===== src/design/lpg_pkg.sv =====
// lpg_pkg: shared constants and types of the line pixel generator
// depends on nothing; used by the interfaces, all modules and the checker

package lpg_pkg;

	// port field widths
	localparam int FIELD_BITS  = 6;
	localparam int COLOUR_BITS = 24;

	// coordinates are masked to this many low bits (range 2 to 6)
	localparam int COORD_BITS = 6;

	// signed error accumulator, holds up to three major spans
	localparam int ERR_BITS = COORD_BITS + 3;

	// command queue between front and back, power of two
	localparam int QUEUE_DEPTH = 2;
	localparam int QPTR_BITS   = $clog2(QUEUE_DEPTH);

	typedef logic [COORD_BITS-1:0]  coord_t;
	typedef logic [COLOUR_BITS-1:0] colour_t;

	// one classified line, ready for stepping
	typedef struct packed {
		logic                steep;
		coord_t              maj_start;
		coord_t              maj_end;
		coord_t              min_start;
		logic                min_up;
		coord_t              span;
		logic [COORD_BITS:0] twice_minor;
		colour_t             colour;
	} lpg_cmd_t;

endpackage


===== src/design/lpg_if.sv =====
// lpg_if: stream interfaces for line requests and emitted pixels
// depends on lpg_pkg

interface lpg_line_if import lpg_pkg::*; ();
	logic                   valid;
	logic                   ready;
	logic [FIELD_BITS-1:0]  start_x;
	logic [FIELD_BITS-1:0]  start_y;
	logic [FIELD_BITS-1:0]  end_x;
	logic [FIELD_BITS-1:0]  end_y;
	logic [COLOUR_BITS-1:0] colour;

	modport source (output valid, start_x, start_y, end_x, end_y, colour, input ready);
	modport sink   (input valid, start_x, start_y, end_x, end_y, colour, output ready);
endinterface

interface lpg_pixel_if import lpg_pkg::*; ();
	logic                   valid;
	logic                   ready;
	logic [FIELD_BITS-1:0]  pixel_x;
	logic [FIELD_BITS-1:0]  pixel_y;
	logic [COLOUR_BITS-1:0] pixel_colour;
	logic                   last_pixel;

	modport source (output valid, pixel_x, pixel_y, pixel_colour, last_pixel, input ready);
	modport sink   (input valid, pixel_x, pixel_y, pixel_colour, last_pixel, output ready);
endinterface


===== src/design/lpg_front.sv =====
// lpg_front: accepts line requests and classifies them into step commands
// depends on lpg_pkg and lpg_line_if

module lpg_front import lpg_pkg::*; (
	lpg_line_if.sink  line,
	output lpg_cmd_t  cmd,
	output logic      cmd_valid,
	input  logic      cmd_ready
);

	coord_t ax, ay, bx, by;
	coord_t adx, ady;
	logic   steep;
	coord_t maj_a, min_a, maj_b, min_b;
	logic   swap;
	coord_t maj_start, maj_end, min_start, min_end;
	coord_t dmin;

	// a request is taken whenever the queue has room
	assign line.ready = cmd_ready;
	assign cmd_valid  = line.valid;

	// mask coordinates and pick the major axis
	always_comb begin
		ax = line.start_x[COORD_BITS-1:0];
		ay = line.start_y[COORD_BITS-1:0];
		bx = line.end_x[COORD_BITS-1:0];
		by = line.end_y[COORD_BITS-1:0];
		adx = (ax > bx) ? ax - bx : bx - ax;
		ady = (ay > by) ? ay - by : by - ay;
		// equal spans keep x as the major axis
		steep = adx < ady;
		maj_a = steep ? ay : ax;
		min_a = steep ? ax : ay;
		maj_b = steep ? by : bx;
		min_b = steep ? bx : by;
	end

	// order the endpoints along the major axis
	always_comb begin
		swap      = maj_a > maj_b;
		maj_start = swap ? maj_b : maj_a;
		maj_end   = swap ? maj_a : maj_b;
		min_start = swap ? min_b : min_a;
		min_end   = swap ? min_a : min_b;
		dmin      = (min_end > min_start) ? min_end - min_start : min_start - min_end;
	end

	// build the command
	always_comb begin
		cmd.steep       = steep;
		cmd.maj_start   = maj_start;
		cmd.maj_end     = maj_end;
		cmd.min_start   = min_start;
		cmd.min_up      = min_end > min_start;
		cmd.span        = maj_end - maj_start;
		cmd.twice_minor = {dmin, 1'b0};
		cmd.colour      = line.colour;
	end

endmodule


===== src/design/lpg_queue.sv =====
// lpg_queue: short command queue between front and back
// depends on lpg_pkg

module lpg_queue import lpg_pkg::*; (
	input  logic     clk,
	input  logic     arst_n,
	input  lpg_cmd_t push_cmd,
	input  logic     push_valid,
	output logic     push_ready,
	output lpg_cmd_t pop_cmd,
	output logic     pop_valid,
	input  logic     pop_ready
);

	lpg_cmd_t             entry_q [QUEUE_DEPTH];
	logic [QPTR_BITS-1:0] wr_ptr_q;
	logic [QPTR_BITS-1:0] rd_ptr_q;
	logic [QPTR_BITS:0]   count_q;
	logic                 push;
	logic                 pop;

	assign push_ready = count_q != (QPTR_BITS+1)'(QUEUE_DEPTH);
	assign pop_valid  = count_q != '0;
	assign pop_cmd    = entry_q[rd_ptr_q];
	assign push       = push_valid && push_ready;
	assign pop        = pop_valid && pop_ready;

	// pointers and fill count
	always_ff @(posedge clk or negedge arst_n) begin
		if (!arst_n) begin
			wr_ptr_q <= '0;
			rd_ptr_q <= '0;
			count_q  <= '0;
		end else begin
			if (push) begin
				wr_ptr_q <= wr_ptr_q + 1'b1;
			end
			if (pop) begin
				rd_ptr_q <= rd_ptr_q + 1'b1;
			end
			if (push && !pop) begin
				count_q <= count_q + 1'b1;
			end else if (pop && !push) begin
				count_q <= count_q - 1'b1;
			end
		end
	end

	// entry storage
	always_ff @(posedge clk) begin
		if (push) begin
			entry_q[wr_ptr_q] <= push_cmd;
		end
	end

endmodule


===== src/design/lpg_back.sv =====
// lpg_back: steps the major axis one pixel a cycle unless the pixel port stalls; drives that port
// depends on lpg_pkg and lpg_pixel_if

module lpg_back import lpg_pkg::*; (
	input  logic      clk,
	input  logic      arst_n,
	input  lpg_cmd_t  cmd,
	input  logic      cmd_valid,
	output logic      cmd_ready,
	lpg_pixel_if.source pixel
);

	lpg_cmd_t             cmd_q;
	logic                 busy_q;
	coord_t               maj_q;
	coord_t               min_q;
	logic signed [ERR_BITS-1:0] err_q;

	logic                 out_valid_q;
	coord_t               out_x_q;
	coord_t               out_y_q;
	colour_t              out_colour_q;
	logic                 out_last_q;

	logic                 advance;
	logic                 is_last;
	logic signed [ERR_BITS-1:0] err_sum;
	logic                 min_move;

	assign cmd_ready = !busy_q;
	assign advance   = busy_q && (!out_valid_q || pixel.ready);
	assign is_last   = maj_q == cmd_q.maj_end;

	// error accumulator step
	always_comb begin
		err_sum  = err_q + $signed(ERR_BITS'(cmd_q.twice_minor));
		min_move = err_sum > $signed(ERR_BITS'(cmd_q.span));
	end

	// line control
	always_ff @(posedge clk or negedge arst_n) begin
		if (!arst_n) begin
			busy_q <= 1'b0;
		end else if (!busy_q) begin
			busy_q <= cmd_valid;
		end else if (advance && is_last) begin
			busy_q <= 1'b0;
		end
	end

	// stepping registers
	always_ff @(posedge clk) begin
		if (!busy_q) begin
			cmd_q <= cmd;
			maj_q <= cmd.maj_start;
			min_q <= cmd.min_start;
			err_q <= '0;
		end else if (advance) begin
			maj_q <= maj_q + 1'b1;
			if (min_move) begin
				min_q <= cmd_q.min_up ? min_q + 1'b1 : min_q - 1'b1;
				err_q <= err_sum - $signed(ERR_BITS'({cmd_q.span, 1'b0}));
			end else begin
				err_q <= err_sum;
			end
		end
	end

	// output register valid
	always_ff @(posedge clk or negedge arst_n) begin
		if (!arst_n) begin
			out_valid_q <= 1'b0;
		end else if (advance) begin
			out_valid_q <= 1'b1;
		end else if (pixel.ready) begin
			out_valid_q <= 1'b0;
		end
	end

	// output register payload
	always_ff @(posedge clk) begin
		if (advance) begin
			out_x_q      <= cmd_q.steep ? min_q : maj_q;
			out_y_q      <= cmd_q.steep ? maj_q : min_q;
			out_colour_q <= cmd_q.colour;
			out_last_q   <= is_last;
		end
	end

	assign pixel.valid        = out_valid_q;
	assign pixel.pixel_x      = FIELD_BITS'(out_x_q);
	assign pixel.pixel_y      = FIELD_BITS'(out_y_q);
	assign pixel.pixel_colour = out_colour_q;
	assign pixel.last_pixel   = out_last_q;

endmodule


===== src/design/line_pixel_generator.sv =====
// line_pixel_generator: line rasteriser top level, front, queue and back
// depends on lpg_pkg, lpg_if, lpg_front, lpg_queue, lpg_back
//
// channel | role | payload                                        | request
// --------+------+------------------------------------------------+----------------
// line    | sink | start_x, start_y, end_x, end_y, colour         | one line
// pixel   | src  | pixel_x, pixel_y, pixel_colour, last_pixel     | one pixel
//
// a line of major span n gives n+1 pixel requests, one a cycle unless the pixel
// port stalls; the stepping unit in lpg_back loads each command while idle
// the front classifies a line in the cycle it is taken and the queue holds two
// lines ahead of the back
// reset is asynchronous, active low, and empties queue and output register
// a stall on the pixel port holds the stepping unit; the line port stalls
// only once the queue is full

module line_pixel_generator import lpg_pkg::*; (
	input  logic        clk,
	input  logic        arst_n,
	lpg_line_if.sink    line,
	lpg_pixel_if.source pixel
);

	lpg_cmd_t front_cmd;
	logic     front_valid;
	logic     front_ready;
	lpg_cmd_t back_cmd;
	logic     back_valid;
	logic     back_ready;

	// classify incoming lines
	lpg_front u_front (
		.line      (line),
		.cmd       (front_cmd),
		.cmd_valid (front_valid),
		.cmd_ready (front_ready)
	);

	// decouple front and back
	lpg_queue u_queue (
		.clk        (clk),
		.arst_n     (arst_n),
		.push_cmd   (front_cmd),
		.push_valid (front_valid),
		.push_ready (front_ready),
		.pop_cmd    (back_cmd),
		.pop_valid  (back_valid),
		.pop_ready  (back_ready)
	);

	// step and emit pixels
	lpg_back u_back (
		.clk       (clk),
		.arst_n    (arst_n),
		.cmd       (back_cmd),
		.cmd_valid (back_valid),
		.cmd_ready (back_ready),
		.pixel     (pixel)
	);

endmodule


===== src/flat_wrapper.sv =====
// flat-port wrapper written by rule: the top's interface ports become plain ports
module line_pixel_generator_flat import lpg_pkg::*;
  (clk, arst_n, line_valid, line_start_x, line_start_y, line_end_x, line_end_y, line_colour, line_ready, pixel_valid, pixel_pixel_x, pixel_pixel_y, pixel_pixel_colour, pixel_last_pixel, pixel_ready);
  lpg_line_if line_i ();
  lpg_pixel_if pixel_i ();
  input  logic clk;
  input  logic arst_n;
  input wire logic [$bits(line_i.valid)-1:0] line_valid;
  input wire logic [$bits(line_i.start_x)-1:0] line_start_x;
  input wire logic [$bits(line_i.start_y)-1:0] line_start_y;
  input wire logic [$bits(line_i.end_x)-1:0] line_end_x;
  input wire logic [$bits(line_i.end_y)-1:0] line_end_y;
  input wire logic [$bits(line_i.colour)-1:0] line_colour;
  output wire logic [$bits(line_i.ready)-1:0] line_ready;
  output wire logic [$bits(pixel_i.valid)-1:0] pixel_valid;
  output wire logic [$bits(pixel_i.pixel_x)-1:0] pixel_pixel_x;
  output wire logic [$bits(pixel_i.pixel_y)-1:0] pixel_pixel_y;
  output wire logic [$bits(pixel_i.pixel_colour)-1:0] pixel_pixel_colour;
  output wire logic [$bits(pixel_i.last_pixel)-1:0] pixel_last_pixel;
  input wire logic [$bits(pixel_i.ready)-1:0] pixel_ready;
  assign line_i.valid = line_valid;
  assign line_i.start_x = line_start_x;
  assign line_i.start_y = line_start_y;
  assign line_i.end_x = line_end_x;
  assign line_i.end_y = line_end_y;
  assign line_i.colour = line_colour;
  assign line_ready = line_i.ready;
  assign pixel_valid = pixel_i.valid;
  assign pixel_pixel_x = pixel_i.pixel_x;
  assign pixel_pixel_y = pixel_i.pixel_y;
  assign pixel_pixel_colour = pixel_i.pixel_colour;
  assign pixel_last_pixel = pixel_i.last_pixel;
  assign pixel_i.ready = pixel_ready;
  line_pixel_generator u_core (.clk(clk), .arst_n(arst_n), .line(line_i), .pixel(pixel_i));
endmodule

===== config.mk =====
export PLATFORM = sky130hd
export DESIGN_NAME = line_pixel_generator_flat
export DESIGN_NICKNAME = d
export VERILOG_FILES = /design/src/design/lpg_pkg.sv /design/src/design/lpg_if.sv /design/src/design/lpg_front.sv /design/src/design/lpg_queue.sv /design/src/design/lpg_back.sv /design/src/design/line_pixel_generator.sv /design/src/flat_wrapper.sv
export SDC_FILE = /design/constraint.sdc
export NUM_CORES = 1
export LEC_CHECK = 0
export BUFFER_PORTS_ARGS = -buffer_cell sky130_fd_sc_hd__buf_2
export CORE_MARGIN = 5
export CORE_UTILIZATION = 45
export CTS_CLUSTER_DIAMETER = 200
export CTS_CLUSTER_SIZE = 14
export DETAILED_ROUTE_END_ITERATION = 10
export GPL_ROUTABILITY_DRIVEN = 0
export GPL_TIMING_DRIVEN = 0
export PLACE_DENSITY = 0.65
export SYNTH_ARGS = -nofsm -noshare
export SYNTH_HDL_FRONTEND = slang
export SYNTH_SLANG_ARGS = --single-unit

===== constraint.sdc =====
create_clock -name clk -period 3.4 [get_ports clk]
set_input_delay 0.51 -clock clk [delete_from_list [all_inputs] [get_ports clk]]
set_output_delay 0.51 -clock clk [all_outputs]
set_load 0.005 [all_outputs]

After elaboration in Yosys (flattened, before gate mapping)
Memory sizes are Yosys's and may differ from the RTL's.
Cells that the tools add are included.
Word-level totals
  bits in writable memories: 112
  bits in registers: 109
  word-level logic and storage cells: 88
  input port bits: 52
  memories: 1
  output and inout bits: 39
Cells by class
  mux-type cells: 28
  equality and inequality tests: 4
  reduce and logical (&&, ||, !) cells: 15
  add/sub/neg operators: 16
  order comparisons: 6
Memories
  u_core.u_queue.entry_q: depth 2, bits a word 56, read ports 1, clocked after Yosys merged registers in 0, write ports 1, line lpg_queue.sv:15  | lpg_cmd_t entry_q [QUEUE_DEPTH];
Operators with widths (number)
  6-bit 2-to-1 mux: 19
  6-bit subtractor: 7
  6-bit greater-than comparator: 4
  6-bit by 1-bit adder with 6-bit output, second input constant: 2
  9-bit by 8-bit adder with 9-bit output: 1
  9-bit by 7-bit greater-than comparator with 1-bit output: 1
  9-bit 2-to-1 mux: 1
  9-bit by 8-bit subtractor with 9-bit output: 1
  6-bit == test: 1
  1-bit logical AND: 6
  6-bit < comparator: 1
  1-bit 2-to-1 mux: 6
  2-bit nonzero test: 3
  6-bit by 1-bit subtractor with 6-bit output, second input constant: 1
  1-bit logical NOT: 4
  2-bit 2-to-1 mux: 2
  2-bit by 1-bit != test with 1-bit output, second input constant: 2
  1-bit adder, second input constant: 2
  2-bit by 1-bit adder with 2-bit output, second input constant: 1
  2-bit != test, second input constant: 1
  2-bit AND reduction: 1
  2-bit by 1-bit subtractor with 2-bit output, second input constant: 1
  1-bit logical OR: 1

Depth between registers and ports, before layout
  word-level depth: 8
  depth in mapped cells: 49
  mapped depth without buffers: 45

By module
From an unflattened synthesis, not the netlist that was laid out.
Unflattened totals
  cells, all modules: 899
  area total of the unflattened synthesis: 11737.5 um^2
Modules (own cells, without submodules)
  lpg_back: cells each 323, area each 4650.7 um^2, times used 1, sequential area each 3052.9 um^2
  lpg_queue: cells each 195, area each 4383.0 um^2, times used 1, sequential area each 3523.4 um^2
  lpg_front: cells each 381, area each 2703.8 um^2, times used 1, sequential area each 0.0 um^2

Least setup slack after synthesis
Ideal clock, no wire load.
  path kind: input to register
  start point: input line_start_x[0]
  end point: memory u_core.u_queue.entry_q[0][29] (netlist name) (data pin)
  buffers on the path: 6
  arrival time: 8.275 ns
  cell stages on the path: 46
  path slack: -5.137 ns
  library setup time: 0.262 ns
  path through: inv_1 -> ha_1 -> inv_1 -> fa_1 -> a21oi_1 -> o21bai_1 -> a21oi_1 -> nor2b_1 -> o22a_1 -> buf_2 -> mux2i_1 -> a221oi_1 -> o221ai_1 -> a221oi_1 -> xnor2_1 -> ha_1 -> nand4_1 -> o21ai_1 -> (+10 left out) -> nor2_4 -> buf_2 -> buf_2 -> a21oi_1 -> mux2i_1 -> ha_1 -> inv_1 -> fa_1 -> a21oi_1 -> o21bai_1 -> a21o_1 -> a21oi_1 -> nor2_2 -> mux2_2 -> a21oi_1 -> o221ai_1 -> a21oi_1 -> xnor2_1
RTL lines
  start: declaration: line flat_wrapper.sv:9  | input wire logic [$bits(line_i.start_x)-1:0] line_start_x;
  end: declaration: line lpg_queue.sv:15

==> flow_metrics.py <==
metrics = {
    "place": {
        "port_buffers": 90,
        "dp.final_hpwl_um": 15880,
    },
    "cells_and_area": {
        "fillerInstances": 1974,
        "drive_gt1_share_pct": 37.39,
        "nNetsFinal": 1141,
        "final_cell_mix": "edfxtp_1 (205), buf_2 (87), mux2_2 (61)",
        "multi_input_area_um2": 4888,
        "final_core_util_pct": 57.26,
        "area_growth_pct": 25.73,
        "num_antenna_cells": 0,
        "mostFrequentLayoutCell": "edfxtp_1",
        "ff_latch_area_um2": 6466,
    },
    "sta": {
        "hold_violations": 0,
        "tightest_slew_ns": 0.8584,
        "rsz0062_at_grt": "yes",
        "drv_slew": 0,
        "setup_viol": 70,
        "max_freq_mhz": 129.2,
        "fin_ws_ns": -4.343,
        "fin_skew_ns": 0.008217,
        "maxSlewHeadroom_pct": 42.63,
        "fin_crit_sh_pct": 227.7,
        "min_period_ns": 7.743,
    },
    "critical_path": {
        "critPathArrivalTime_ns": 7.96,
        "rr_worst_depth": 13,
        "crit_path_end_kind": "flop",
        "path_max_fanout": 10,
        "path_common_cell": "a21oi_2",
        "worst_ep_required_time_ns": 3.61,
        "crit_slowest_cell": "fa_2",
        "worstSetupPathType": "in2reg",
        "max_stage_delay_ns": 0.41,
        "cp-start-kind": "primary input",
    },
    "outcome": {
        "outcome": "complete, but fails checks",
        "failed_checks": "negative setup slack",
    },
    "detailed_routing": {
        "drtIter0Drc": 444,
        "first_pass_iters": 5,
        "drc": 0,
        "antenna_left": 0,
        "vias_per_cell": 5.193,
        "routedWlPerCell_um": 17.35,
        "routed_wirelength_um": 23300,
        "dr_total_vias": 6974,
    },
    "grt": {
        "grt_pass1_vias": 6872,
        "gr-total-overflow": 0,
        "grt_pass1_wl_um": 36080,
        "antenna_found_initial": 0,
        "grt_max_degree": 57,
        "grt_usage_pct": 15.89,
    },
    "cts": {
        "cts_made_buffers": 19,
        "clock-sinks": 219,
        "clkTransAtPathRegs_ns": 0.06,
        "cts_tree": "done",
        "htreeDepth": 1,
        "clock_path_buffers": 3,
        "clk_latency_ns": 0.48,
        "root_buffer": "clkbuf_16",
    },
    "die": {
        "core_area_um2": 24250,
        "dieArea_um2": 27770,
        "die_w_um": 166.7,
        "initial_core_util_pct": 45.54,
        "io_pins": 91,
        "die-height_um": 166.7,
        "rows": 57,
    },
    "synth": {
        "ys_ff_latch": 219,
        "netlist_instances": 836,
        "ys_seq_area_share_pct": 58.55,
        "avgSynthCellArea_um2": 13.21,
        "yosysWarnings": 0,
        "synth_area_um2": 11040,
        "synth_enable_flop_cells": 205,
        "postSynthNetCount": 963,
        "synth_ff_type": "edfxtp_1",
        "synth_cell_type_count": 51,
        "synthArstFlopShare_pct": 2.740,
    },
    "min_path": {
        "hold_class": "in2reg",
        "hold_depth": 1,
    },
    "run": {
        "drv_cap": 0,
    },
}
metal layers:
layer | vias to the layer above | track usage, % | wire (µm)
li1 | 3401 | - | -
met1 | 3386 | 22.15 | 10540
met2 | 155 | 26.68 | 11430
met3 | 32 | 2.133 | 880
met4 | 0 | 3.735 | 443
met5 | - | 0 | 0
final timing paths:
kind                                         start                              endpoint  slack [ns]
setup reg to reg           u_core.u_back.cmd_q[25]                u_core.u_back.min_q[4]       -0.01
hold / removal                     line_colour[17]         u_core.u_queue.entry_q[0][17]        0.22
setup / recovery                   line_start_x[0]         u_core.u_queue.entry_q[0][29]       -4.34
hold reg to reg            u_core.u_back.cmd_q[11]  u_core.u_back.pixel.pixel_colour[11]        0.41
min in group asynchronous                   arst_n             u_core.u_back.pixel.valid        0.39
max in group asynchronous                   arst_n               u_core.u_queue.rd_ptr_q        2.86
through the flow:
| step | worst slack [ns] | instance area, µm² | hold WS [ns] | instances | TNS [ns] |
|---|---|---|---|---|---|
| 2_1_floorplan | -4.330 | 11320 | 0.2144 | 836 | -164.36 |
| 6_report | -4.343 | 13880 | 0.2167 | 1343 | -173.34 |
| 5_1_grt | -4.718 | 13880 | 0.1929 | 1343 | -192.88 |
| 3_3_place_gp | -5.980 | 12180 | 0.3475 | 1250 | -258.02 |
| 3_5_place_dp | -5.957 | 12230 | 0.3482 | 1252 | -246.83 |
| 4_1_cts | -4.290 | 13350 | 0.1928 | 1313 | -164.61 |
repair_timing:
action / in CTS / in global routing
buffers inserted: 33 / 30
resized for setup: 83 / 74
cloned: 2 / 1
pin swaps: 37 / 33
hold buffers: 1 / 0
setup endpoints to repair: 76 / 76
hold endpoints to repair: 6 / 0
Yosys cell counts, types with 3 or more instances:
library cell | number | share of area [%]
dfxtp_1 | 8 | 1.5
nand2_1 | 30 | 1.0
o221ai_1 | 3 | 0.24
ha_1 | 66 | 7.5
a31oi_1 | 5 | 0.28
nor2b_1 | 13 | 0.74
buf_2 | 5 | 0.23
a21o_1 | 18 | 1.2
o21ai_0 | 27 | 1.2
nor2_1 | 57 | 1.9
a21oi_1 | 71 | 3.2
clkbuf_1 | 11 | 0.37
a211oi_1 | 5 | 0.34
inv_1 | 64 | 2.2
xnor2_1 | 32 | 2.5
nor3_1 | 6 | 0.27
or2_2 | 4 | 0.23
nand3_1 | 6 | 0.27
buf_1 | 9 | 0.31
nand2b_1 | 7 | 0.40
edfxtp_1 | 205 | 56
dfrtp_1 | 6 | 1.4
fa_1 | 9 | 1.6
xor2_1 | 15 | 1.2
mux2i_1 | 49 | 4.4
mux2_2 | 65 | 6.6
nand4_1 | 4 | 0.23
o21bai_1 | 9 | 0.61
flip-flops by register name, summed over array words and instances, names as in the netlist:
name	flops
u_core.u_queue.wr_ptr_q	1
u_core.u_back.pixel.last_pixel	1
u_core.u_back.pixel.pixel_y	6
u_core.u_back.min_q	6
u_core.u_back.busy_q	1
u_core.u_queue.rd_ptr_q	1
u_core.u_back.pixel.pixel_x	6
u_core.u_back.pixel.valid	1
u_core.u_queue.entry_q	112
u_core.u_queue.count_q	2
u_core.u_back.pixel.pixel_colour	24
u_core.u_back.cmd_q	44
u_core.u_back.err_q	8
u_core.u_back.maj_q	6
critical path: cells and delay by family:
family                     cells  cell delay (ns)
buffers and inverters          8             0.94
and+or+nand+nor                4             0.45
AOI/OAI and AO/OA             22             3.39
xor gates and xnor gates       2             0.30
adders and majority gates      5             1.33
muxes                          4             0.99
kinds of logic after synthesis:
| family | after synthesis | synth area share [%] |
|---|---|---|
| compound gates | 152 | 8.271 |
| xor+xnor | 47 | 3.728 |
| fa+ha+maj | 77 | 9.291 |
| buf+inv | 90 | 3.116 |
| flops | 219 | 58.55 |
| mux | 116 | 11.41 |
| simple gates | 135 | 5.631 |
cell type report:
type	instances	area share [%]
clock buffers	24	3.560
well taps	324	2.920
clock inverters	2	0.1081
repair buffers	159	8.236
inverters	65	1.919
flip-flops and latches	219	46.57
plain buffers	23	1.478
multi-input cells	527	35.21
Power is left out: the tool's default activity adds up to more than one toggle a clock period on the data nets, which glitch-free logic cannot reach.
